===== config.mk =====
export PLATFORM = sky130hd
export DESIGN_NAME = subpicture_rle_decoder_unit
export DESIGN_NICKNAME = d
export VERILOG_FILES = /design/src/sv/srd_pkg.sv /design/src/sv/srd_core.sv /design/src/sv/subpicture_rle_decoder_unit.sv
export SDC_FILE = /design/constraint.sdc
export NUM_CORES = 2
export LEC_CHECK = 0
export BUFFER_PORTS_ARGS = -buffer_cell sky130_fd_sc_hd__buf_2
export CORE_MARGIN = 5
export CORE_UTILIZATION = 60
export DETAILED_ROUTE_END_ITERATION = 7
export PLACE_DENSITY = 0.77
export SLEW_MARGIN = 20
export SYNTH_ARGS = -nofsm -noshare
export SYNTH_HDL_FRONTEND = slang
export SYNTH_SLANG_ARGS = --single-unit

===== constraint.sdc =====
create_clock -name clk -period 16.7 [get_ports clk]
set_input_delay 2.505 -clock clk [delete_from_list [all_inputs] [get_ports clk]]
set_output_delay 2.505 -clock clk [all_outputs]
set_load 0.02 [all_outputs]

===== src/sv/srd_pkg.sv =====
`timescale 1ns / 1ps
// ----------------------------------------------------------------------------
// srd_pkg - subpicture RLE decoder shared types and constants
// Area registers, decoder state, per-nibble decode step and run record.
// ----------------------------------------------------------------------------
package srd_pkg;

  localparam int SCREEN_WIDTH  = 720;
  localparam int SCREEN_HEIGHT = 576;
  localparam int NUM_COLORS    = 4;

  localparam logic [9:0] AREA_LEFT_RST   = 10'd0;
  localparam logic [9:0] AREA_TOP_RST    = 10'd0;
  localparam logic [9:0] AREA_RIGHT_RST  = 10'((SCREEN_WIDTH - 1) & 1023);
  localparam logic [9:0] AREA_BOTTOM_RST = 10'((SCREEN_HEIGHT - 1) & 1023);

  localparam logic [1:0] REG_AREA_LEFT   = 2'd0;
  localparam logic [1:0] REG_AREA_TOP    = 2'd1;
  localparam logic [1:0] REG_AREA_RIGHT  = 2'd2;
  localparam logic [1:0] REG_AREA_BOTTOM = 2'd3;

  localparam int OUT_DATA_W = 80;

  typedef struct packed {
    logic [9:0] left;
    logic [9:0] top;
    logic [9:0] right;
    logic [9:0] bottom;
  } area_t;

  typedef struct packed {
    logic [7:0] data_byte;
    logic       start_field;
    logic       field_sel;
    logic       new_picture;
    logic       last_byte;
  } item_t;

  typedef struct packed {
    logic [9:0]                       x;
    logic [9:0]                       y;
    logic [11:0]                      acc;
    logic [1:0]                       held;
    logic                             fin;
    logic [NUM_COLORS-1:0][9:0]       min_x;
    logic [NUM_COLORS-1:0][9:0]       min_y;
    logic [NUM_COLORS-1:0][12:0]      max_x;
    logic [NUM_COLORS-1:0][9:0]       max_y;
  } dec_state_t;

  // Last member sits in the lowest bits: run_x at bit 0, field_done at bit 77.
  typedef struct packed {
    logic        field_done;
    logic [9:0]  box_bottom;
    logic [12:0] box_right;
    logic [9:0]  box_top;
    logic [9:0]  box_left;
    logic [1:0]  run_color;
    logic [11:0] run_len;
    logic [9:0]  run_y;
    logic [9:0]  run_x;
  } run_t;

  typedef struct packed {
    dec_state_t st;
    logic       emit;
    logic       wrap;
    run_t       run;
  } step_t;

  typedef struct packed {
    logic emit1;
    logic emit2;
    run_t run1;
    run_t run2;
  } dec_res_t;

  // Feed one nibble into the code assembler; update position and color box.
  function automatic step_t nib_step(dec_state_t s, logic [3:0] nib, area_t a);
    step_t       r;
    logic [15:0] code;
    logic        done;
    logic [1:0]  color;
    logic [11:0] len;
    logic [12:0] endx;
    logic [12:0] nx;
    logic [10:0] ny;
    r      = '0;
    r.st   = s;
    code   = {s.acc, nib};
    case (s.held)
      2'd0:    done = code >= 16'h0004;
      2'd1:    done = code >= 16'h0010;
      2'd2:    done = code >= 16'h0040;
      default: done = 1'b1;
    endcase
    color = code[1:0];
    // a completed code is always below 0x400, so its length fits here
    len   = code[13:2];
    if (len == 12'd0) begin
      len = (s.x <= a.right) ? 12'({2'b00, a.right} - {2'b00, s.x}) + 12'd1 : 12'd1;
    end
    endx = 13'(s.x) + 13'(len) - 13'd1;
    nx   = 13'(s.x) + 13'(len);
    ny   = 11'(s.y) + 11'd2;
    if (!done) begin
      r.st.acc  = code[11:0];
      r.st.held = s.held + 2'd1;
    end else begin
      r.st.acc  = '0;
      r.st.held = '0;
      r.emit    = 1'b1;
      if (s.min_x[color] > s.x) r.st.min_x[color] = s.x;
      if (s.min_y[color] > s.y) r.st.min_y[color] = s.y;
      if (s.max_x[color] < endx) r.st.max_x[color] = endx;
      if (s.max_y[color] < s.y) r.st.max_y[color] = s.y;
      r.run.run_x      = s.x;
      r.run.run_y      = s.y;
      r.run.run_len    = len;
      r.run.run_color  = color;
      r.run.box_left   = r.st.min_x[color];
      r.run.box_top    = r.st.min_y[color];
      r.run.box_right  = r.st.max_x[color];
      r.run.box_bottom = r.st.max_y[color];
      if (nx > 13'(a.right)) begin
        // line end: back to the left edge, skip to the next line of this field
        r.wrap   = 1'b1;
        r.st.x   = a.left;
        if (ny > 11'(a.bottom)) begin
          r.st.fin           = 1'b1;
          r.run.field_done   = 1'b1;
        end else begin
          r.st.y = ny[9:0];
        end
      end else begin
        r.st.x = nx[9:0];
      end
    end
    return r;
  endfunction

endpackage


===== src/sv/srd_core.sv =====
`timescale 1ns / 1ps
// ----------------------------------------------------------------------------
// srd_core - decoder state and two-nibble decode
// Holds position, partial code and color boxes; decodes one byte per fire.
// ----------------------------------------------------------------------------
module srd_core (
  input  logic               clk,
  input  logic               rst,
  input  srd_pkg::area_t     area,
  input  srd_pkg::item_t     item,
  input  logic               fire,
  output srd_pkg::dec_res_t  res
);
  import srd_pkg::*;

  dec_state_t st;
  dec_state_t st_next;
  dec_state_t s0;
  dec_state_t s1;
  dec_state_t s2;
  step_t      r1;
  step_t      r2;
  logic       en1;
  logic       en2;
  logic [10:0] y0;

  always_comb begin
    s0 = st;
    if (item.new_picture) begin
      for (int c = 0; c < NUM_COLORS; c++) begin
        s0.min_x[c] = area.right;
        s0.min_y[c] = area.bottom;
        s0.max_x[c] = 13'(area.left);
        s0.max_y[c] = area.top;
      end
    end
    y0 = 11'(area.top) + 11'(item.field_sel);
    if (item.start_field) begin
      s0.x    = area.left;
      s0.acc  = '0;
      s0.held = '0;
      if (y0 > 11'(area.bottom)) begin
        s0.y   = '0;
        s0.fin = 1'b1;
      end else begin
        s0.y   = y0[9:0];
        s0.fin = 1'b0;
      end
    end
    en1 = !s0.fin;
    r1  = nib_step(s0, item.data_byte[7:4], area);
    s1  = en1 ? r1.st : s0;
    // drop the low nibble once the high nibble ended the line
    en2 = en1 && !r1.wrap;
    r2  = nib_step(s1, item.data_byte[3:0], area);
    s2  = en2 ? r2.st : s1;
    st_next = s2;
    if (item.last_byte) begin
      st_next.acc  = '0;
      st_next.held = '0;
      st_next.fin  = 1'b1;
    end
    res.emit1 = en1 && r1.emit;
    res.emit2 = en2 && r2.emit;
    res.run1  = r1.run;
    res.run2  = r2.run;
  end

  always_ff @(posedge clk) begin
    if (rst) begin
      st.x    <= '0;
      st.y    <= '0;
      st.acc  <= '0;
      st.held <= '0;
      st.fin  <= 1'b1;
      for (int c = 0; c < NUM_COLORS; c++) begin
        st.min_x[c] <= AREA_RIGHT_RST;
        st.min_y[c] <= AREA_BOTTOM_RST;
        st.max_x[c] <= 13'(AREA_LEFT_RST);
        st.max_y[c] <= AREA_TOP_RST;
      end
    end else if (fire) begin
      st <= st_next;
    end
  end

  a_fin_no_partial: assert property (@(posedge clk) disable iff (rst)
    st.fin |-> (st.held == 2'd0 && st.acc == 12'd0))
    else $error("finished field holds a partial code");

  a_idle_acc_clear: assert property (@(posedge clk) disable iff (rst)
    (st.held == 2'd0) |-> (st.acc == 12'd0))
    else $error("code accumulator not clear with no nibbles held");

  a_three_held_short: assert property (@(posedge clk) disable iff (rst)
    (st.held == 2'd3) |-> (st.acc < 12'h040))
    else $error("three held nibbles should form an incomplete code");

endmodule


===== src/sv/subpicture_rle_decoder_unit.sv =====
`timescale 1ns / 1ps
// Pipeline: an accepted byte is held in the input register, then decoded, and its first run
//   is registered into the output register once the output stage can take it.
// Throughput: one byte per cycle when it yields at most one run and m_tready is high;
//   a two-run byte parks its second run in the skid slot; the next byte waits until it drains.
// Reset (rst, synchronous): empties input and output stages, restores the full-screen
//   area, clears position and code state; the decoder idles until a start_field byte.
// ----------------------------------------------------------------------------
// subpicture_rle_decoder_unit - 2-bit subpicture RLE decoder
// Input register, single-pass byte decode, output register with one skid slot.
// ----------------------------------------------------------------------------
module subpicture_rle_decoder_unit (
  input  logic        clk,
  input  logic        rst,
  input  logic        cfg_we,
  input  logic [1:0]  cfg_index,
  input  logic [9:0]  cfg_data,
  input  logic        s_tvalid,
  output logic        s_tready,
  input  logic [7:0]  s_tdata,   // data_byte
  input  logic [2:0]  s_tuser,   // start_field, field_sel, new_picture
  input  logic        s_tlast,   // last_byte
  output logic        m_tvalid,
  input  logic        m_tready,
  output logic [srd_pkg::OUT_DATA_W-1:0] m_tdata, // run_x, run_y, run_len, run_color,
                                 // box_left, box_top, box_right, box_bottom,
                                 // field_done, 2 zero bits
  output logic        m_tlast    // last
);
  import srd_pkg::*;

  area_t    area;
  item_t    in_item;
  logic     in_v;
  logic     proc;
  dec_res_t res;
  run_t     out_run;
  logic     out_v;
  logic     out_last;
  run_t     pend_run;
  logic     pend_v;

  // configuration registers
  always_ff @(posedge clk) begin
    if (rst) begin
      area.left   <= AREA_LEFT_RST;
      area.top    <= AREA_TOP_RST;
      area.right  <= AREA_RIGHT_RST;
      area.bottom <= AREA_BOTTOM_RST;
    end else if (cfg_we) begin
      case (cfg_index)
        REG_AREA_LEFT:   area.left <= cfg_data;
        REG_AREA_TOP:    area.top  <= cfg_data;
        REG_AREA_RIGHT:  area.right <= (int'(cfg_data) > SCREEN_WIDTH - 1) ?
                                       10'(SCREEN_WIDTH - 1) : cfg_data;
        REG_AREA_BOTTOM: area.bottom <= (int'(cfg_data) > SCREEN_HEIGHT - 1) ?
                                        10'(SCREEN_HEIGHT - 1) : cfg_data;
        default: ;
      endcase
    end
  end

  // decode only when both output slots can take the byte's runs
  assign proc     = in_v && !pend_v && (!out_v || m_tready);
  assign s_tready = !in_v || proc;

  always_ff @(posedge clk) begin
    if (rst) begin
      in_v <= 1'b0;
    end else if (s_tready) begin
      in_v <= s_tvalid;
    end
  end

  always_ff @(posedge clk) begin
    if (s_tvalid && s_tready) begin
      in_item.data_byte   <= s_tdata;
      in_item.start_field <= s_tuser[0];
      in_item.field_sel   <= s_tuser[1];
      in_item.new_picture <= s_tuser[2];
      in_item.last_byte   <= s_tlast;
    end
  end

  srd_core u_core (
    .clk  (clk),
    .rst  (rst),
    .area (area),
    .item (in_item),
    .fire (proc),
    .res  (res)
  );

  always_ff @(posedge clk) begin
    if (rst) begin
      out_v  <= 1'b0;
      pend_v <= 1'b0;
    end else if (proc) begin
      if (res.emit1 && res.emit2) begin
        out_v    <= 1'b1;
        out_run  <= res.run1;
        out_last <= 1'b0;
        pend_v   <= 1'b1;
        pend_run <= res.run2;
      end else if (res.emit1) begin
        out_v    <= 1'b1;
        out_run  <= res.run1;
        out_last <= 1'b1;
      end else if (res.emit2) begin
        out_v    <= 1'b1;
        out_run  <= res.run2;
        out_last <= 1'b1;
      end else begin
        out_v <= out_v && !m_tready;
      end
    end else if (out_v && m_tready) begin
      // advance the held second run into the output register
      if (pend_v) begin
        out_run  <= pend_run;
        out_last <= 1'b1;
        pend_v   <= 1'b0;
      end else begin
        out_v <= 1'b0;
      end
    end
  end

  assign m_tvalid = out_v;
  assign m_tdata  = {2'b00, out_run};
  assign m_tlast  = out_last;

  a_pend_behind_out: assert property (@(posedge clk) disable iff (rst)
    pend_v |-> out_v)
    else $error("skid slot full while output register empty");

  a_run_reaches_out: assert property (@(posedge clk) disable iff (rst)
    (proc && (res.emit1 || res.emit2)) |=> out_v)
    else $error("decoded run not presented");

  a_pair_split: assert property (@(posedge clk) disable iff (rst)
    (proc && res.emit1 && res.emit2) |=> (pend_v && !out_last))
    else $error("second run of a byte lost or first run marked last");

endmodule


==> results.md <==
- Library cell occupying the most area in the post-synthesis netlist: sky130_fd_sc_hd__edfxtp_1
- First-pass detailed-route iteration total: 8
- Insertion delay of the later-clocked pin in the worst-skew pair: 0.61 ns
- Cell at the slowest stage of the critical path: sky130_fd_sc_hd__nor4b_2
- Fin Hold WS: 0.455 ns
- Clock transition at the register clock pins on the worst setup and hold paths after CTS: 0.07 ns
- Most common cell after layout, fill and taps aside: sky130_fd_sc_hd__nor2_1
- Failing checks: design-rule violations
- Total negative setup slack: 0 ns
- Antenna viol nets, final: 0
- Fraction of registers with async set/reset: 0%
- Layout cell share with drive strength beyond 1: 10.9%
- Arrival time of the worst setup path: 16.33 ns
- Routed wirelength normalized by instance count: 25.2 um
- Root buffer selected by CTS: sky130_fd_sc_hd__clkbuf_16
- Share of the synthesized area in the top cell type: 15.6%
- Mean post-synth cell area: 7.95 um^2
- Cells after synthesis: 4095
- Total congestion overflow after global routing: 0
- TritonCTS Buffers: 48
- Max_slew headroom: 15.7%
- Static Leak: 14.2 nW
- Unrepaired setup endpoints after global routing: false
- Origin of the critical flop-to-flop path: in_item[3]
- Non-Filler Cell Area, Final: 0.0354 mm^2
- TritonCTS clock tree: yes
- Combined global-route utilization of all metal layers: 39.0%
- Syn. warnings: 0
- Average vias per placed instance: 6.86
- Number of cell instances on the worst register-to-register path: 58
- Max frequency: 63.1 MHz
- Layout overhead on the synthesized area: 8.75%
- Routed Wire Length: 121 mm
- Gpl congestion: 1.02
- Yosys reg bits: 419
- Routed via count: 32.9k
- Number of failing hold endpoints at the final stage: 0
- Die area: 0.0591 mm^2
- Number of enable-type register cells in the synthesized netlist: 169
- Reg-to-reg slack, setup: 0.85 ns
- Tightest Hold Check Type: reg -> reg
- Iteration-0 DRC count of the detailed router: 5276
- HP Start: u_core.st[200]
- Leading cell types in the layout, fill and taps excluded: sky130_fd_sc_hd__nor2_1, sky130_fd_sc_hd__nand2_1, sky130_fd_sc_hd__o21ai_0
- Overall die height: 243 um
- Nature of the critical path endpoint: flop
- Die W: 243 um
- Post-route fraction of the period consumed by the critical path: 94.9%
- Final Max Tran Viols: 0
- Most used DFF post-synth: sky130_fd_sc_hd__dfxtp_1
- Port Buf Inserts: 109
- Total of fill cells in the finished design: 4618
- Time the final worst path needs with I/O delays and setup: 15.85 ns
- Detailed-placement wirelength estimate: 85.2 mm
- Number of unique standard cell types used by synthesis: 108
- Initial antenna violation count: 8
- Worst slack at placement: 0.613 ns
- Top cells by area in the synthesized netlist: sky130_fd_sc_hd__edfxtp_1, sky130_fd_sc_hd__dfxtp_1, sky130_fd_sc_hd__ha_1
- Hold worst-path end: u_core.st[200]
- Critical Path Fanout Max: 27
- PD cells: 108 mW/mm^2
- PnR worst setup slack: 0.849 ns
- Worst Setup Path Type: reg -> reg
- Clock skew: 0.0290 ns
- Slew of the pin with the lowest slew margin: 1.26 ns
- Type of origin of the critical path: flop
- Required time reported for the critical path endpoint: 17.18 ns
- Maximum number of pins on one net before global-route repair: 151
- Total power consumption of the routed design: 3.83 mW
- Placement row count: 85
- Number of primary I/O pins: 112
- Net count reported at finish: 4274
- Residual DRC count: 1
- Cell area after technology mapping: 0.0326 mm^2
- Maximum level of the CTS H-tree: 2
- Destination of the worst register-to-register timing path: u_core.st[45]
- Area after DPL: 0.0337 mm^2
- Post-CTS Hold Fix Bufs: 0
- Total setup violations reported at the end of the flow: 0
- Core area: 0.0538 mm^2
- Clock Sinks: 419
- Stage delay of the slowest cell on the critical path: 0.58 ns
- Status: complete, but fails checks
- Buffers from clock root to sink, at most: 3
- Max-cap violations: 0
- Initial core utilization: 60.5%
- Wire length of the first global-routing pass: 181 mm
- Cells on Worst Hold Path: 1
- Sequential-to-total area share from yosys stat: 30.9%
- Worst IR drop on VDD: 82.5 uV
- Number of global-route vias before repair: 29.8k
-- critical path: cells and delay by family (launching register included) --
| family | cells | cell delay, ns |
|---|---|---|
| compound gates | 23 | 5.80 |
| mux | 2 | 0.76 |
| flops | 1 | 0.32 |
| simple gates | 18 | 4.51 |
| xor+xnor | 3 | 0.87 |
| fa+ha+maj | 8 | 2.78 |
| buf+inv | 4 | 0.67 |
-- stage by stage --
stage | utilization [%] | std cells
2_1_floorplan | - | 4096
3_3_place_gp | 62.7 | 4704
3_5_place_dp | 62.7 | 4704
4_1_cts | 65.6 | 4793
5_1_grt | 65.8 | 4795
6_report | 65.8 | 4796
-- sequential cells by signal (all words and copies together), names as in the netlist --
register   count
m_tlast        1
pend_v         1
m_tdata       78
in_item       12
m_tvalid       1
pend_run      78
in_v           1
u_core.st    207
area          40
-- kinds of logic after synthesis --
group                    after synthesis  synth area share [%]
flip-flops                           419                  30.9
other                                  1                0.0115
adder cells (fa/ha/maj)              189                  7.30
XOR/XNOR                             102                  2.90
AND/OR/NAND/NOR                     1369                  18.5
multiplexers                         211                  9.56
buffers and inverters                533                  6.30
AO/OA/AOI/OAI                       1271                  24.4
-- where the power goes --
part           switching (mW)  internal, mW
sequential             0.0442          1.14
combinational            1.03         0.512
clock                   0.463         0.641
-- synth_stat cells (40+ instances only) --
cell type	n
sky130_fd_sc_hd__a211oi_1	175
sky130_fd_sc_hd__a21o_1	48
sky130_fd_sc_hd__a21oi_1	291
sky130_fd_sc_hd__clkbuf_1	250
sky130_fd_sc_hd__dfxtp_1	250
sky130_fd_sc_hd__edfxtp_1	169
sky130_fd_sc_hd__ha_1	182
sky130_fd_sc_hd__inv_1	232
sky130_fd_sc_hd__mux2i_1	126
sky130_fd_sc_hd__mux4_2	79
sky130_fd_sc_hd__nand2_1	473
sky130_fd_sc_hd__nand3_1	82
sky130_fd_sc_hd__nor2_1	489
sky130_fd_sc_hd__nor2b_1	40
sky130_fd_sc_hd__nor3_1	114
sky130_fd_sc_hd__o21ai_0	422
sky130_fd_sc_hd__xnor2_1	71
-- per-layer routing --
layer  global-route usage [%]  part of all wire [%]
met3                     12.3                    15
met4                     14.7                   4.6
met1                     55.6                    40
met5                        0                 0.049
met2                     55.7                    40
-- worst max path at each step --
| stage | to | startpoint | depth (start not counted) |
|---|---|---|---|
| floorplan | m_tdata[66] | in_item[3] | 65 |
| global placement | u_core.st[42] | in_item[3] | 59 |
| detailed placement | u_core.st[45] | in_item[3] | 58 |
| CTS | u_core.st[45] | in_item[3] | 58 |
| global route | m_tdata[55] | in_item[3] | 59 |
| finish | u_core.st[45] | in_item[3] | 58 |
-- cell type report --
class,instances,area (um^2),area share [%]
Multi-Input combinational cell,3144,20700,58.3
Sequential cell,419,10100,28.5
Clock buffer,65,1340,3.77
Timing Repair Buffer,206,1310,3.68
Inverter,241,907,2.56
Tap cell,696,871,2.46
Clock inverter,24,274,0.773
Antenna cell,1,2.50,0.00706
-- what timing repair did --
action,in CTS,in global routing
endpoints found under the hold margin,0,0
resized for setup,0,12
setup buffers,0,2
setup endpoints to repair,0,67
Power figures use the tool's default switching activity.
